$ cat src/design/rws_pkg.sv
// ----------------------------------------------------------------------------
// rws_pkg
// Shared types and field widths for the roulette wheel selector.
// ----------------------------------------------------------------------------
`timescale 1ns / 1ps
`default_nettype none

package rws_pkg;

    localparam int MODE_W    = 2;
    localparam int SLOT_W    = 6;
    localparam int FIT_W     = 16;
    localparam int FRAC_W    = 16;
    localparam int IDX_OUT_W = 6;
    localparam int TOT_OUT_W = 22;
    localparam int CFG_W     = 7;

    localparam logic [CFG_W-1:0]     POP_COUNT_RST = CFG_W'(64);
    localparam logic [TOT_OUT_W-1:0] TOT_FIELD_MAX = '1;
    localparam logic [FIT_W-1:0]     FIT_ALL_ONES  = '1;

    typedef enum logic [1:0] {
        MODE_LOAD   = 2'd0,
        MODE_SELECT = 2'd1,
        MODE_STATS  = 2'd2,
        MODE_NONE   = 2'd3
    } t_mode;

    typedef enum logic [2:0] {
        ST_CLEAR,
        ST_IDLE,
        ST_SCAN,
        ST_SELECT,
        ST_DIV,
        ST_DONE
    } t_state;

endpackage

`default_nettype wire

$ cat src/design/rws_if.sv
// ----------------------------------------------------------------------------
// rws_if
// Valid/ready channels for request and result transactions.
// ----------------------------------------------------------------------------
`timescale 1ns / 1ps
`default_nettype none

interface rws_in_if;
    logic                        valid;
    logic                        ready;
    logic [rws_pkg::MODE_W-1:0]  mode;
    logic [rws_pkg::SLOT_W-1:0]  slot;
    logic [rws_pkg::FIT_W-1:0]   fitness;
    logic [rws_pkg::FRAC_W-1:0]  rand_fraction;

    modport source (output valid, mode, slot, fitness, rand_fraction, input ready);
    modport sink   (input valid, mode, slot, fitness, rand_fraction, output ready);
endinterface

interface rws_out_if;
    logic                           valid;
    logic                           ready;
    logic [rws_pkg::IDX_OUT_W-1:0]  selected_index;
    logic [rws_pkg::TOT_OUT_W-1:0]  total_fitness;
    logic [rws_pkg::FIT_W-1:0]      best_fitness;
    logic [rws_pkg::FIT_W-1:0]      worst_fitness;
    logic [rws_pkg::FIT_W-1:0]      average_fitness;
    logic [rws_pkg::IDX_OUT_W-1:0]  fittest_index;

    modport source (output valid, selected_index, total_fitness, best_fitness,
                    worst_fitness, average_fitness, fittest_index, input ready);
    modport sink   (input valid, selected_index, total_fitness, best_fitness,
                    worst_fitness, average_fitness, fittest_index, output ready);
endinterface

`default_nettype wire

$ cat src/design/roulette_wheel_selector_core.sv
// ----------------------------------------------------------------------------
// roulette_wheel_selector_core
// Fitness table with load, statistics scan and roulette selection.
//
// One request transaction is handled at a time; every request yields exactly
// one result transaction carrying the current statistics. A selection walks
// the table through its single read port, one entry a cycle, and stops at the
// chosen index. A statistics scan reads all n active entries and then runs a
// bit-serial divider for the average, one quotient bit a cycle. After reset
// the table is cleared by a pass over all POP_MAX entries during which no
// request is taken; the population count register may be written at any
// time.
// ----------------------------------------------------------------------------
`timescale 1ns / 1ps
`default_nettype none

module roulette_wheel_selector_core #(
    parameter int POP_MAX = 64
) (
    input  wire                          i_clk,
    input  wire                          i_rst_n,
    input  wire                          i_cfg_we,
    input  wire  [rws_pkg::CFG_W-1:0]    i_cfg_wdata,
    rws_in_if.sink                       i_in,
    rws_out_if.source                    o_out
);
    import rws_pkg::*;

    localparam int IDX_W  = (POP_MAX > 1) ? $clog2(POP_MAX) : 1;
    localparam int CNT_W  = $clog2(POP_MAX + 1);
    localparam int TOT_W  = FIT_W + CNT_W;
    localparam int PROD_W = FRAC_W + TOT_W;
    localparam int DC_W   = $clog2(TOT_W);

    // table memory
    logic [FIT_W-1:0] m_table [POP_MAX];
    logic [FIT_W-1:0] r_rdata;
    logic             mem_we;
    logic [IDX_W-1:0] mem_waddr;
    logic [FIT_W-1:0] mem_wdata;

    t_state             r_state, n_state;
    logic [IDX_W-1:0]   r_clr_idx, n_clr_idx;
    logic [CNT_W-1:0]   r_n, n_n;
    logic [IDX_W-1:0]   r_last, n_last;
    logic [IDX_W-1:0]   r_rd_idx, n_rd_idx;
    logic               r_rd_on, n_rd_on;
    logic               r_dat_vld, n_dat_vld;
    logic [IDX_W-1:0]   r_dat_idx, n_dat_idx;
    logic [PROD_W-1:0]  r_target, n_target;
    logic [TOT_W-1:0]   r_run, n_run;
    logic [TOT_W-1:0]   r_sum, n_sum;
    logic [FIT_W-1:0]   r_best, n_best;
    logic [FIT_W-1:0]   r_worst, n_worst;
    logic [FIT_W-1:0]   r_mean, n_mean;
    logic [IDX_W-1:0]   r_best_idx, n_best_idx;
    logic [IDX_W-1:0]   r_sel, n_sel;
    logic [CNT_W-1:0]   r_rem, n_rem;
    logic [TOT_W-1:0]   r_quo, n_quo;
    logic [DC_W-1:0]    r_div_cnt, n_div_cnt;
    logic [CFG_W-1:0]   r_pop_count;
    logic               r_out_valid, n_out_valid;
    logic               out_load;

    logic [IDX_OUT_W-1:0] r_o_sel;
    logic [TOT_OUT_W-1:0] r_o_total;
    logic [FIT_W-1:0]     r_o_best;
    logic [FIT_W-1:0]     r_o_worst;
    logic [FIT_W-1:0]     r_o_mean;
    logic [IDX_OUT_W-1:0] r_o_best_idx;

    logic               in_acc;
    logic [31:0]        cnt_ext;
    logic [CNT_W-1:0]   act_n;
    logic [PROD_W-1:0]  mul_prod;
    logic [TOT_W-1:0]   run_next;
    logic [TOT_W-1:0]   sum_next;
    logic               hit;
    logic               is_last;
    logic [CNT_W:0]     rem_sh;
    logic               q_bit;
    logic [TOT_W-1:0]   quo_next;
    logic [TOT_OUT_W-1:0] tot_sat;

    assign in_acc     = i_in.valid & i_in.ready;
    assign i_in.ready = (r_state == ST_IDLE);

    // a count of zero acts as one, above the table size as the table size
    assign cnt_ext = 32'(r_pop_count);
    assign act_n   = (cnt_ext == 32'd0) ? CNT_W'(1) :
                     (cnt_ext > 32'(POP_MAX)) ? CNT_W'(POP_MAX) : CNT_W'(cnt_ext);

    assign mul_prod = PROD_W'(i_in.rand_fraction) * PROD_W'(r_sum);
    assign run_next = r_run + TOT_W'(r_rdata);
    assign sum_next = r_sum + TOT_W'(r_rdata);
    assign hit      = ({run_next, {FRAC_W{1'b0}}} >= r_target);
    assign is_last  = (r_dat_idx == r_last);

    // restoring divider step
    assign rem_sh   = {r_rem, r_quo[TOT_W-1]};
    assign q_bit    = (rem_sh >= {1'b0, r_n});
    assign quo_next = {r_quo[TOT_W-2:0], q_bit};

    assign tot_sat = (32'(r_sum) > 32'(TOT_FIELD_MAX)) ? TOT_FIELD_MAX : TOT_OUT_W'(r_sum);

    always_comb begin
        n_state     = r_state;
        n_clr_idx   = r_clr_idx;
        n_n         = r_n;
        n_last      = r_last;
        n_rd_idx    = r_rd_idx;
        n_rd_on     = r_rd_on;
        n_dat_vld   = r_rd_on;
        n_dat_idx   = r_rd_idx;
        n_target    = r_target;
        n_run       = r_run;
        n_sum       = r_sum;
        n_best      = r_best;
        n_worst     = r_worst;
        n_mean      = r_mean;
        n_best_idx  = r_best_idx;
        n_sel       = r_sel;
        n_rem       = r_rem;
        n_quo       = r_quo;
        n_div_cnt   = r_div_cnt;
        n_out_valid = r_out_valid & ~o_out.ready;
        out_load    = 1'b0;
        mem_we      = 1'b0;
        mem_waddr   = r_clr_idx;
        mem_wdata   = '0;

        if (r_rd_on) begin
            n_rd_idx = r_rd_idx + IDX_W'(1);
            if (r_rd_idx == r_last) begin
                n_rd_on = 1'b0;
            end
        end

        unique case (r_state)
            ST_CLEAR: begin
                mem_we    = 1'b1;
                n_clr_idx = r_clr_idx + IDX_W'(1);
                if (r_clr_idx == IDX_W'(POP_MAX - 1)) begin
                    n_state = ST_IDLE;
                end
            end
            ST_IDLE: begin
                if (in_acc) begin
                    n_sel  = '0;
                    n_n    = act_n;
                    n_last = IDX_W'(act_n - CNT_W'(1));
                    unique case (t_mode'(i_in.mode))
                        MODE_LOAD: begin
                            if (32'(i_in.slot) < 32'(POP_MAX)) begin
                                mem_we = 1'b1;
                            end
                            mem_waddr = IDX_W'(i_in.slot);
                            mem_wdata = i_in.fitness;
                            n_state   = ST_DONE;
                        end
                        MODE_SELECT: begin
                            n_target = mul_prod;
                            n_run    = '0;
                            n_rd_idx = '0;
                            n_rd_on  = 1'b1;
                            n_state  = ST_SELECT;
                        end
                        MODE_STATS: begin
                            n_sum    = '0;
                            n_best   = '0;
                            n_worst  = FIT_ALL_ONES;
                            n_rd_idx = '0;
                            n_rd_on  = 1'b1;
                            n_state  = ST_SCAN;
                        end
                        MODE_NONE: begin
                            n_state = ST_DONE;
                        end
                    endcase
                end
            end
            ST_SCAN: begin
                if (r_dat_vld) begin
                    n_sum = sum_next;
                    if (r_rdata > r_best) begin
                        n_best     = r_rdata;
                        n_best_idx = r_dat_idx;
                    end
                    if (r_rdata < r_worst) begin
                        n_worst = r_rdata;
                    end
                    if (is_last) begin
                        n_rem     = '0;
                        n_quo     = sum_next;
                        n_div_cnt = DC_W'(TOT_W - 1);
                        n_state   = ST_DIV;
                    end
                end
            end
            ST_SELECT: begin
                if (r_dat_vld) begin
                    n_run = run_next;
                    if (hit || is_last) begin
                        n_sel     = r_dat_idx;
                        n_rd_on   = 1'b0;
                        n_dat_vld = 1'b0;
                        n_state   = ST_DONE;
                    end
                end
            end
            ST_DIV: begin
                n_rem     = q_bit ? CNT_W'(rem_sh - {1'b0, r_n}) : CNT_W'(rem_sh);
                n_quo     = quo_next;
                n_div_cnt = r_div_cnt - DC_W'(1);
                if (r_div_cnt == '0) begin
                    // average never exceeds the largest entry, so 16 bits hold it
                    n_mean  = quo_next[FIT_W-1:0];
                    n_state = ST_DONE;
                end
            end
            ST_DONE: begin
                if (!r_out_valid || o_out.ready) begin
                    out_load    = 1'b1;
                    n_out_valid = 1'b1;
                    n_state     = ST_IDLE;
                end
            end
            default: begin
                n_state = ST_IDLE;
            end
        endcase
    end

    always_ff @(posedge i_clk) begin
        if (!i_rst_n) begin
            r_state     <= ST_CLEAR;
            r_clr_idx   <= '0;
            r_rd_on     <= 1'b0;
            r_dat_vld   <= 1'b0;
            r_sum       <= '0;
            r_best      <= '0;
            r_worst     <= FIT_ALL_ONES;
            r_mean      <= '0;
            r_best_idx  <= '0;
            r_out_valid <= 1'b0;
        end else begin
            r_state     <= n_state;
            r_clr_idx   <= n_clr_idx;
            r_rd_on     <= n_rd_on;
            r_dat_vld   <= n_dat_vld;
            r_sum       <= n_sum;
            r_best      <= n_best;
            r_worst     <= n_worst;
            r_mean      <= n_mean;
            r_best_idx  <= n_best_idx;
            r_out_valid <= n_out_valid;
        end
    end

    always_ff @(posedge i_clk) begin
        r_n       <= n_n;
        r_last    <= n_last;
        r_rd_idx  <= n_rd_idx;
        r_dat_idx <= n_dat_idx;
        r_target  <= n_target;
        r_run     <= n_run;
        r_sel     <= n_sel;
        r_rem     <= n_rem;
        r_quo     <= n_quo;
        r_div_cnt <= n_div_cnt;
    end

    always_ff @(posedge i_clk) begin
        if (!i_rst_n) begin
            r_pop_count <= POP_COUNT_RST;
        end else if (i_cfg_we) begin
            r_pop_count <= i_cfg_wdata;
        end
    end

    // result register
    always_ff @(posedge i_clk) begin
        if (out_load) begin
            r_o_sel      <= IDX_OUT_W'(r_sel);
            r_o_total    <= tot_sat;
            r_o_best     <= r_best;
            r_o_worst    <= r_worst;
            r_o_mean     <= r_mean;
            r_o_best_idx <= IDX_OUT_W'(r_best_idx);
        end
    end

    always_ff @(posedge i_clk) begin
        if (mem_we) begin
            m_table[mem_waddr] <= mem_wdata;
        end
        r_rdata <= m_table[r_rd_idx];
    end

    assign o_out.valid           = r_out_valid;
    assign o_out.selected_index  = r_o_sel;
    assign o_out.total_fitness   = r_o_total;
    assign o_out.best_fitness    = r_o_best;
    assign o_out.worst_fitness   = r_o_worst;
    assign o_out.average_fitness = r_o_mean;
    assign o_out.fittest_index   = r_o_best_idx;

    a_no_req_in_clear: assert property (@(posedge i_clk) disable iff (!i_rst_n)
        (r_state == ST_CLEAR) |-> !i_in.ready)
        else $error("request taken during table clear");

    a_rd_in_range: assert property (@(posedge i_clk) disable iff (!i_rst_n)
        r_rd_on |-> (r_rd_idx <= r_last))
        else $error("table read beyond active population");

    a_rem_bound: assert property (@(posedge i_clk) disable iff (!i_rst_n)
        (r_state == ST_DIV) |-> (r_rem < r_n))
        else $error("divider remainder not below divisor");

    a_sel_bound: assert property (@(posedge i_clk) disable iff (!i_rst_n)
        (r_state == ST_SELECT && n_state == ST_DONE) |=> (r_sel <= r_last))
        else $error("selected index beyond active population");

    a_out_from_done: assert property (@(posedge i_clk) disable iff (!i_rst_n)
        $rose(r_out_valid) |-> $past(r_state == ST_DONE))
        else $error("result raised outside completion state");

endmodule

`default_nettype wire
$ cat src/flat_wrapper.sv
// flat-port wrapper written by rule: the top's interface ports become plain ports
module roulette_wheel_selector_core_flat import rws_pkg::*;
#(
    parameter int POP_MAX = 64
)
  (i_clk, i_rst_n, i_cfg_we, i_cfg_wdata, i_in_valid, i_in_mode, i_in_slot, i_in_fitness, i_in_rand_fraction, i_in_ready, o_out_valid, o_out_selected_index, o_out_total_fitness, o_out_best_fitness, o_out_worst_fitness, o_out_average_fitness, o_out_fittest_index, o_out_ready);
  rws_in_if i_in_i ();
  rws_out_if o_out_i ();
  input  wire i_clk;
  input  wire i_rst_n;
  input  wire i_cfg_we;
  input  wire  [rws_pkg::CFG_W-1:0] i_cfg_wdata;
  input wire logic [$bits(i_in_i.valid)-1:0] i_in_valid;
  input wire logic [$bits(i_in_i.mode)-1:0] i_in_mode;
  input wire logic [$bits(i_in_i.slot)-1:0] i_in_slot;
  input wire logic [$bits(i_in_i.fitness)-1:0] i_in_fitness;
  input wire logic [$bits(i_in_i.rand_fraction)-1:0] i_in_rand_fraction;
  output wire logic [$bits(i_in_i.ready)-1:0] i_in_ready;
  output wire logic [$bits(o_out_i.valid)-1:0] o_out_valid;
  output wire logic [$bits(o_out_i.selected_index)-1:0] o_out_selected_index;
  output wire logic [$bits(o_out_i.total_fitness)-1:0] o_out_total_fitness;
  output wire logic [$bits(o_out_i.best_fitness)-1:0] o_out_best_fitness;
  output wire logic [$bits(o_out_i.worst_fitness)-1:0] o_out_worst_fitness;
  output wire logic [$bits(o_out_i.average_fitness)-1:0] o_out_average_fitness;
  output wire logic [$bits(o_out_i.fittest_index)-1:0] o_out_fittest_index;
  input wire logic [$bits(o_out_i.ready)-1:0] o_out_ready;
  assign i_in_i.valid = i_in_valid;
  assign i_in_i.mode = i_in_mode;
  assign i_in_i.slot = i_in_slot;
  assign i_in_i.fitness = i_in_fitness;
  assign i_in_i.rand_fraction = i_in_rand_fraction;
  assign i_in_ready = i_in_i.ready;
  assign o_out_valid = o_out_i.valid;
  assign o_out_selected_index = o_out_i.selected_index;
  assign o_out_total_fitness = o_out_i.total_fitness;
  assign o_out_best_fitness = o_out_i.best_fitness;
  assign o_out_worst_fitness = o_out_i.worst_fitness;
  assign o_out_average_fitness = o_out_i.average_fitness;
  assign o_out_fittest_index = o_out_i.fittest_index;
  assign o_out_i.ready = o_out_ready;
  roulette_wheel_selector_core #(.POP_MAX(POP_MAX)) u_core (.i_clk(i_clk), .i_rst_n(i_rst_n), .i_cfg_we(i_cfg_we), .i_cfg_wdata(i_cfg_wdata), .i_in(i_in_i), .o_out(o_out_i));
endmodule
$ cat config.mk
export PLATFORM = sky130hd
export DESIGN_NAME = roulette_wheel_selector_core_flat
export DESIGN_NICKNAME = d
export VERILOG_FILES = /design/src/design/rws_pkg.sv /design/src/design/rws_if.sv /design/src/design/roulette_wheel_selector_core.sv /design/src/flat_wrapper.sv
export SDC_FILE = /design/constraint.sdc
export NUM_CORES = 2
export LEC_CHECK = 0
export BUFFER_PORTS_ARGS = -buffer_cell sky130_fd_sc_hd__buf_2
export CELL_PAD_IN_SITES_DETAIL_PLACEMENT = 1
export CELL_PAD_IN_SITES_GLOBAL_PLACEMENT = 1
export CORE_ASPECT_RATIO = 1.5
export CORE_MARGIN = 2
export CORE_UTILIZATION = 58
export DETAILED_ROUTE_END_ITERATION = 8
export HOLD_SLACK_MARGIN = 0.1
export MAX_ROUTING_LAYER = met4
export PLACE_DENSITY = 0.87
export SKIP_LAST_GASP = 1
export SYNTH_ARGS = -nofsm -noshare
export SYNTH_HDL_FRONTEND = slang
export SYNTH_SLANG_ARGS = --single-unit
$ cat constraint.sdc
create_clock -name i_clk -period 18.9 [get_ports i_clk]
set_input_delay 0.945 -clock i_clk [delete_from_list [all_inputs] [get_ports i_clk]]
set_output_delay 0.945 -clock i_clk [all_outputs]
set_load 0.01 [all_outputs]
==> summary.md <==
| Metric | Value |
|---|---|
| CTS Root Cell | clkbuf_16 |
| Tot Pwr | slightly above 0.008 W |
| Setup violators final | 0 |
| Fin. Hold Viols | 0 |
| Minimum clock period | about 7700 ps |
| Placed insts | roughly 5800 |
| GRT Overall Usage | a little over a third |
| Htree depth | 3 |
| # port buffers | 135 |
| Post-Syn Area per Cell | between 15 and 20 µm² |
| Area growth from synthesis to layout | 9.730% |
| Vias in the first global route | 42930 |
| Drt first pass iters | 5 |
| Top cells by area, synth | edfxtp_1 56%, mux4_2 11%, fa_1 9.0% |
| Via count | just under 40000 |
| Cells after synthesis | about 4300 |
| Fmax | about 0.13 GHz |
| Die Height | approximately 420 µm |
| RSZ-0062 raised after global routing | false |
| Share of layout cells above drive strength 1 | between 10% and 20% |
| Static Leak | 27.75 nW |
| Startpoint Class | flop |
| # hold bufs at CTS | 0 |
| Post-synth cell types | 73 |
| Synthesized cell area | between 0.06 and 0.07 mm² |
| Crit path depth | 21 |
| Endpoint class of the critical path | flop |
| Slowest CP cell | dfxtp_1 |
| Clock Tree Buf Depth | 3 |
| Final HPWL DP | between 100000 and 150000 µm |
| Final TNS setup | 0 ps |
| Worst Setup SP | u_core.r_sum[13] |
| Crit path max fanout | 19 |
| Reg2Reg Depth | 21 |
| Slew Limit Fails | 0 |
| DR vias/cell | around 6.5 |
| Async S/R FF share, synth | 0% |
| Status | complete, but fails checks |
| Post-synth top area share | 55.74% |
| Register area share after synthesis | between 50% and 60% |
| Pwr/cell area | 112.7 mW/mm² |
| Critical path buffers and inverters | 5 |
| Setup CP Type | flop to flop |
| Initial antenna violation count | 10 |
| Wire length per cell | roughly 32 µm |
| Crit-path max cell delay | between 1000 and 1500 ps |
| IO Count | roughly 140 |
| Worst path cell trace | nand2_1 > fa_1 > inv_1 > fa_1 > inv_1 > fa_1 > inv_1 > fa_1 > fa_1 > inv_1 > fa_1 > inv_1 > ha_1 > and3_1 > and2_1 > nand2_1 > o31ai_1 > a21boi_1 > o21ai_0 > o21ai_0 > xnor2_1 |
| Synth Register Bits | about 1300 |
| Slew @ Worst Pin | ~1500 ps |
| Worst hold endpoint | u_core.o_out.selected_index[1] |
| Site Rows | around 150 |
| Post-synth EDFFs | around 1200 |
| Worst path most repeated cell | fa_1 |
| First-pass GRT wire length | 286000 µm |
| Clock Sink Count | about 1300 |
| Most used DFF post-synth | edfxtp_1 |
| Nets | roughly 5000 |
| Synth Net Count | between 4000 and 5000 |
| Placeable Area | ~0.11 mm² |
| Number of max-cap violations | 1 |
| Post-CTS Setup Bufs | 0 |
| Die area | 0.1163 mm² |
| Reg2reg setup slack | 11250 ps |
| Routability cong. | 0.8979 |
| Total CTS buffers | ~120 |
| Reg2reg start | u_core.r_sum[13] |
| Worst slew margin | less than 1% |
| Crit share post-route | between 40% and 50% |
| Worst path top cell family by delay | adder cells |
| Initial core utilization | between 50% and 60% |
| Clock Skews | 48.47 ps |
| CTS tree | done |
| Critical path data arrival time | 8130 ps |
| Gr ovfl total | 0 |
| Required time of the critical path | slightly below 20000 ps |
| Hold Path Depth | 0 |
| Syn. warnings | 0 |
| Largest net degree at the start of global routing | 123 |
| Post-route ant nets | 0 |
| Clock Latency Late Sink | between 700 and 800 ps |
| Failing checks | max-capacitance violations |
| Final non-filler cell total | approximately 6000 |
| Cell accounting for the most synthesized area | edfxtp_1 |
| Worst hold path class | flop to flop |
| Violation count after the first detailed-route iteration | a little under 4000 |
| CTS clk-pin slew, worst paths | approximately 70 ps |
| Hold Startpoint | u_core.r_sel[1] |
| Post-layout util | 64.04% |
| Maximum vdd drop | roughly 110 µV |
| Worst R2R End | u_core.r_target[34] |
| Hold slack | between 400 and 500 ps |
| Width of the die | 279.1 µm |
| Post-cts sizing count | 0 |
| Final wirelength | roughly 190000 µm |
| DRC | 0 |
==> cells in the final DEF (no fill, tap or decap), types with 66 or more instances in the layout <==
cell type	instances
edfxtp_1	1222
inv_1	426
nand2_1	353
mux4_2	324
fa_1	295
ha_1	211
and2_1	204
nor2_1	160
buf_2	135
dfxtp_1	120
clkbuf_16	117
a21oi_1	95
buf_4	95
o21ai_0	73
xnor2_1	66
==> Yosys cell counts (all sizes together) (6+ instances only) <==
library cell / count
a31oi: 13
and3: 23
a211oi: 14
nor3: 19
nand4: 22
nand2b: 30
or3: 13
clkbuf: 144
o21ai: 76
dfxtp: 124
nor2: 174
a22o: 20
nor3b: 16
nand2: 353
a22oi: 9
and2: 223
buf: 47
o31ai: 11
a211o: 8
o221ai: 8
inv: 426
xor2: 36
or2: 33
o22ai: 6
nand3: 27
fa: 295
o21bai: 10
a2111oi: 6
ha: 211
o211ai: 7
a21oi: 95
edfxtp: 1222
xnor2: 66
nor2b: 22
o21a: 10
a21o: 38
mux4: 324
mux2i: 42
==> metal layers <==
metal  track usage [%]  share of wire (%)  vias to the layer above
met5                 -                  0                        -
met4             21.01                6.9                        0
met3             6.215                7.1                      671
met2             59.82                 53                     2042
met1             38.31                 33                    20237
li1                  -                  -                    15848
==> worst reg2reg max path, stage by stage, from the launching register on <==
cell,delay (ps)
dfxtp_1,1150
nand2_1,210
fa_1,590
inv_1,60
fa_1,530
inv_1,50
fa_1,500
inv_1,60
fa_1,520
fa_1,500
inv_1,50
fa_1,480
inv_1,40
ha_1,350
and3_1,230
and2_1,160
nand2_1,60
o31ai_1,700
a21boi_1,320
o21ai_0,460
o21ai_0,200
xnor2_1,160
==> where the power goes <==
| part | leakage [nW] | internal (W) | switching, W |
|---|---|---|---|
| logic | 12.7 | 0.000904 | 0.00122 |
| registers | 13.1 | 0.00336 | 0.000186 |
| clock network | 1.88 | 0.00131 | 0.00115 |
| total | 27.8 | 0.00558 | 0.00256 |
==> flip-flops by register name, summed over array words and instances, names as in the netlist, 7 cells and up <==
register and flops:
u_core.o_out.best_fitness 16, u_core.r_sum 23, u_core.o_out.worst_fitness 16, u_core.r_run 23
u_core.m_table 1024, u_core.r_n 7, u_core.o_out.total_fitness 22, u_core.r_rdata 16
u_core.o_out.average_fitness 16, u_core.r_target 39, u_core.r_rem 7, u_core.r_worst 16
u_core.r_pop_count 7, u_core.r_best 16, u_core.r_quo 23, u_core.r_mean 16
==> how the worst max path moves through the flow <==
stage,slack (ps),endpoint
after floorplan,12320,u_core.r_target[32]
after global placement,11200,u_core.r_target[34]
after detailed placement,11120,u_core.r_target[34]
after CTS,11390,u_core.r_target[34]
after global routing,11090,u_core.r_target[38]
final,11250,u_core.r_target[34]
==> through the flow <==
stage / worst slack [ps] / instance area [µm²]
4_1_cts: 11390 / 72190
2_1_floorplan: 12320 / 65830
5_1_grt: 11090 / 72210
3_5_place_dp: 11120 / 68340
3_3_place_gp: 11200 / 68340
6_report: 11250 / 72230
==> final cells by class <==
| type | count | area [µm²] |
|---|---|---|
| Fill cell | 10024 | 40560 |
| Sequential cell | 1346 | 39190 |
| Multi-Input combinational cell | 2302 | 24320 |
| Clock buffer | 148 | 3114 |
| Tap cell | 1453 | 1818 |
| Inverter | 427 | 1603 |
| Timing Repair Buffer | 231 | 1409 |
| Clock inverter | 72 | 735.7 |
| Antenna cell | 17 | 42.54 |
==> logic make-up (layout without fill, tap and decap cells) <==
logic type / after synthesis / in the layout / synth area share, %
flops: 1346 / 1346 / 59.51
simple gates: 971 / 971 / 7.219
buf+inv: 618 / 878 / 3.651
fa+ha+maj: 506 / 506 / 12.98
mux: 368 / 368 / 11.76
compound gates: 355 / 355 / 3.520
xor+xnor: 102 / 102 / 1.357
other cells: 0 / 17 / 0
No activity file was read; power rests on OpenSTA's default activity.
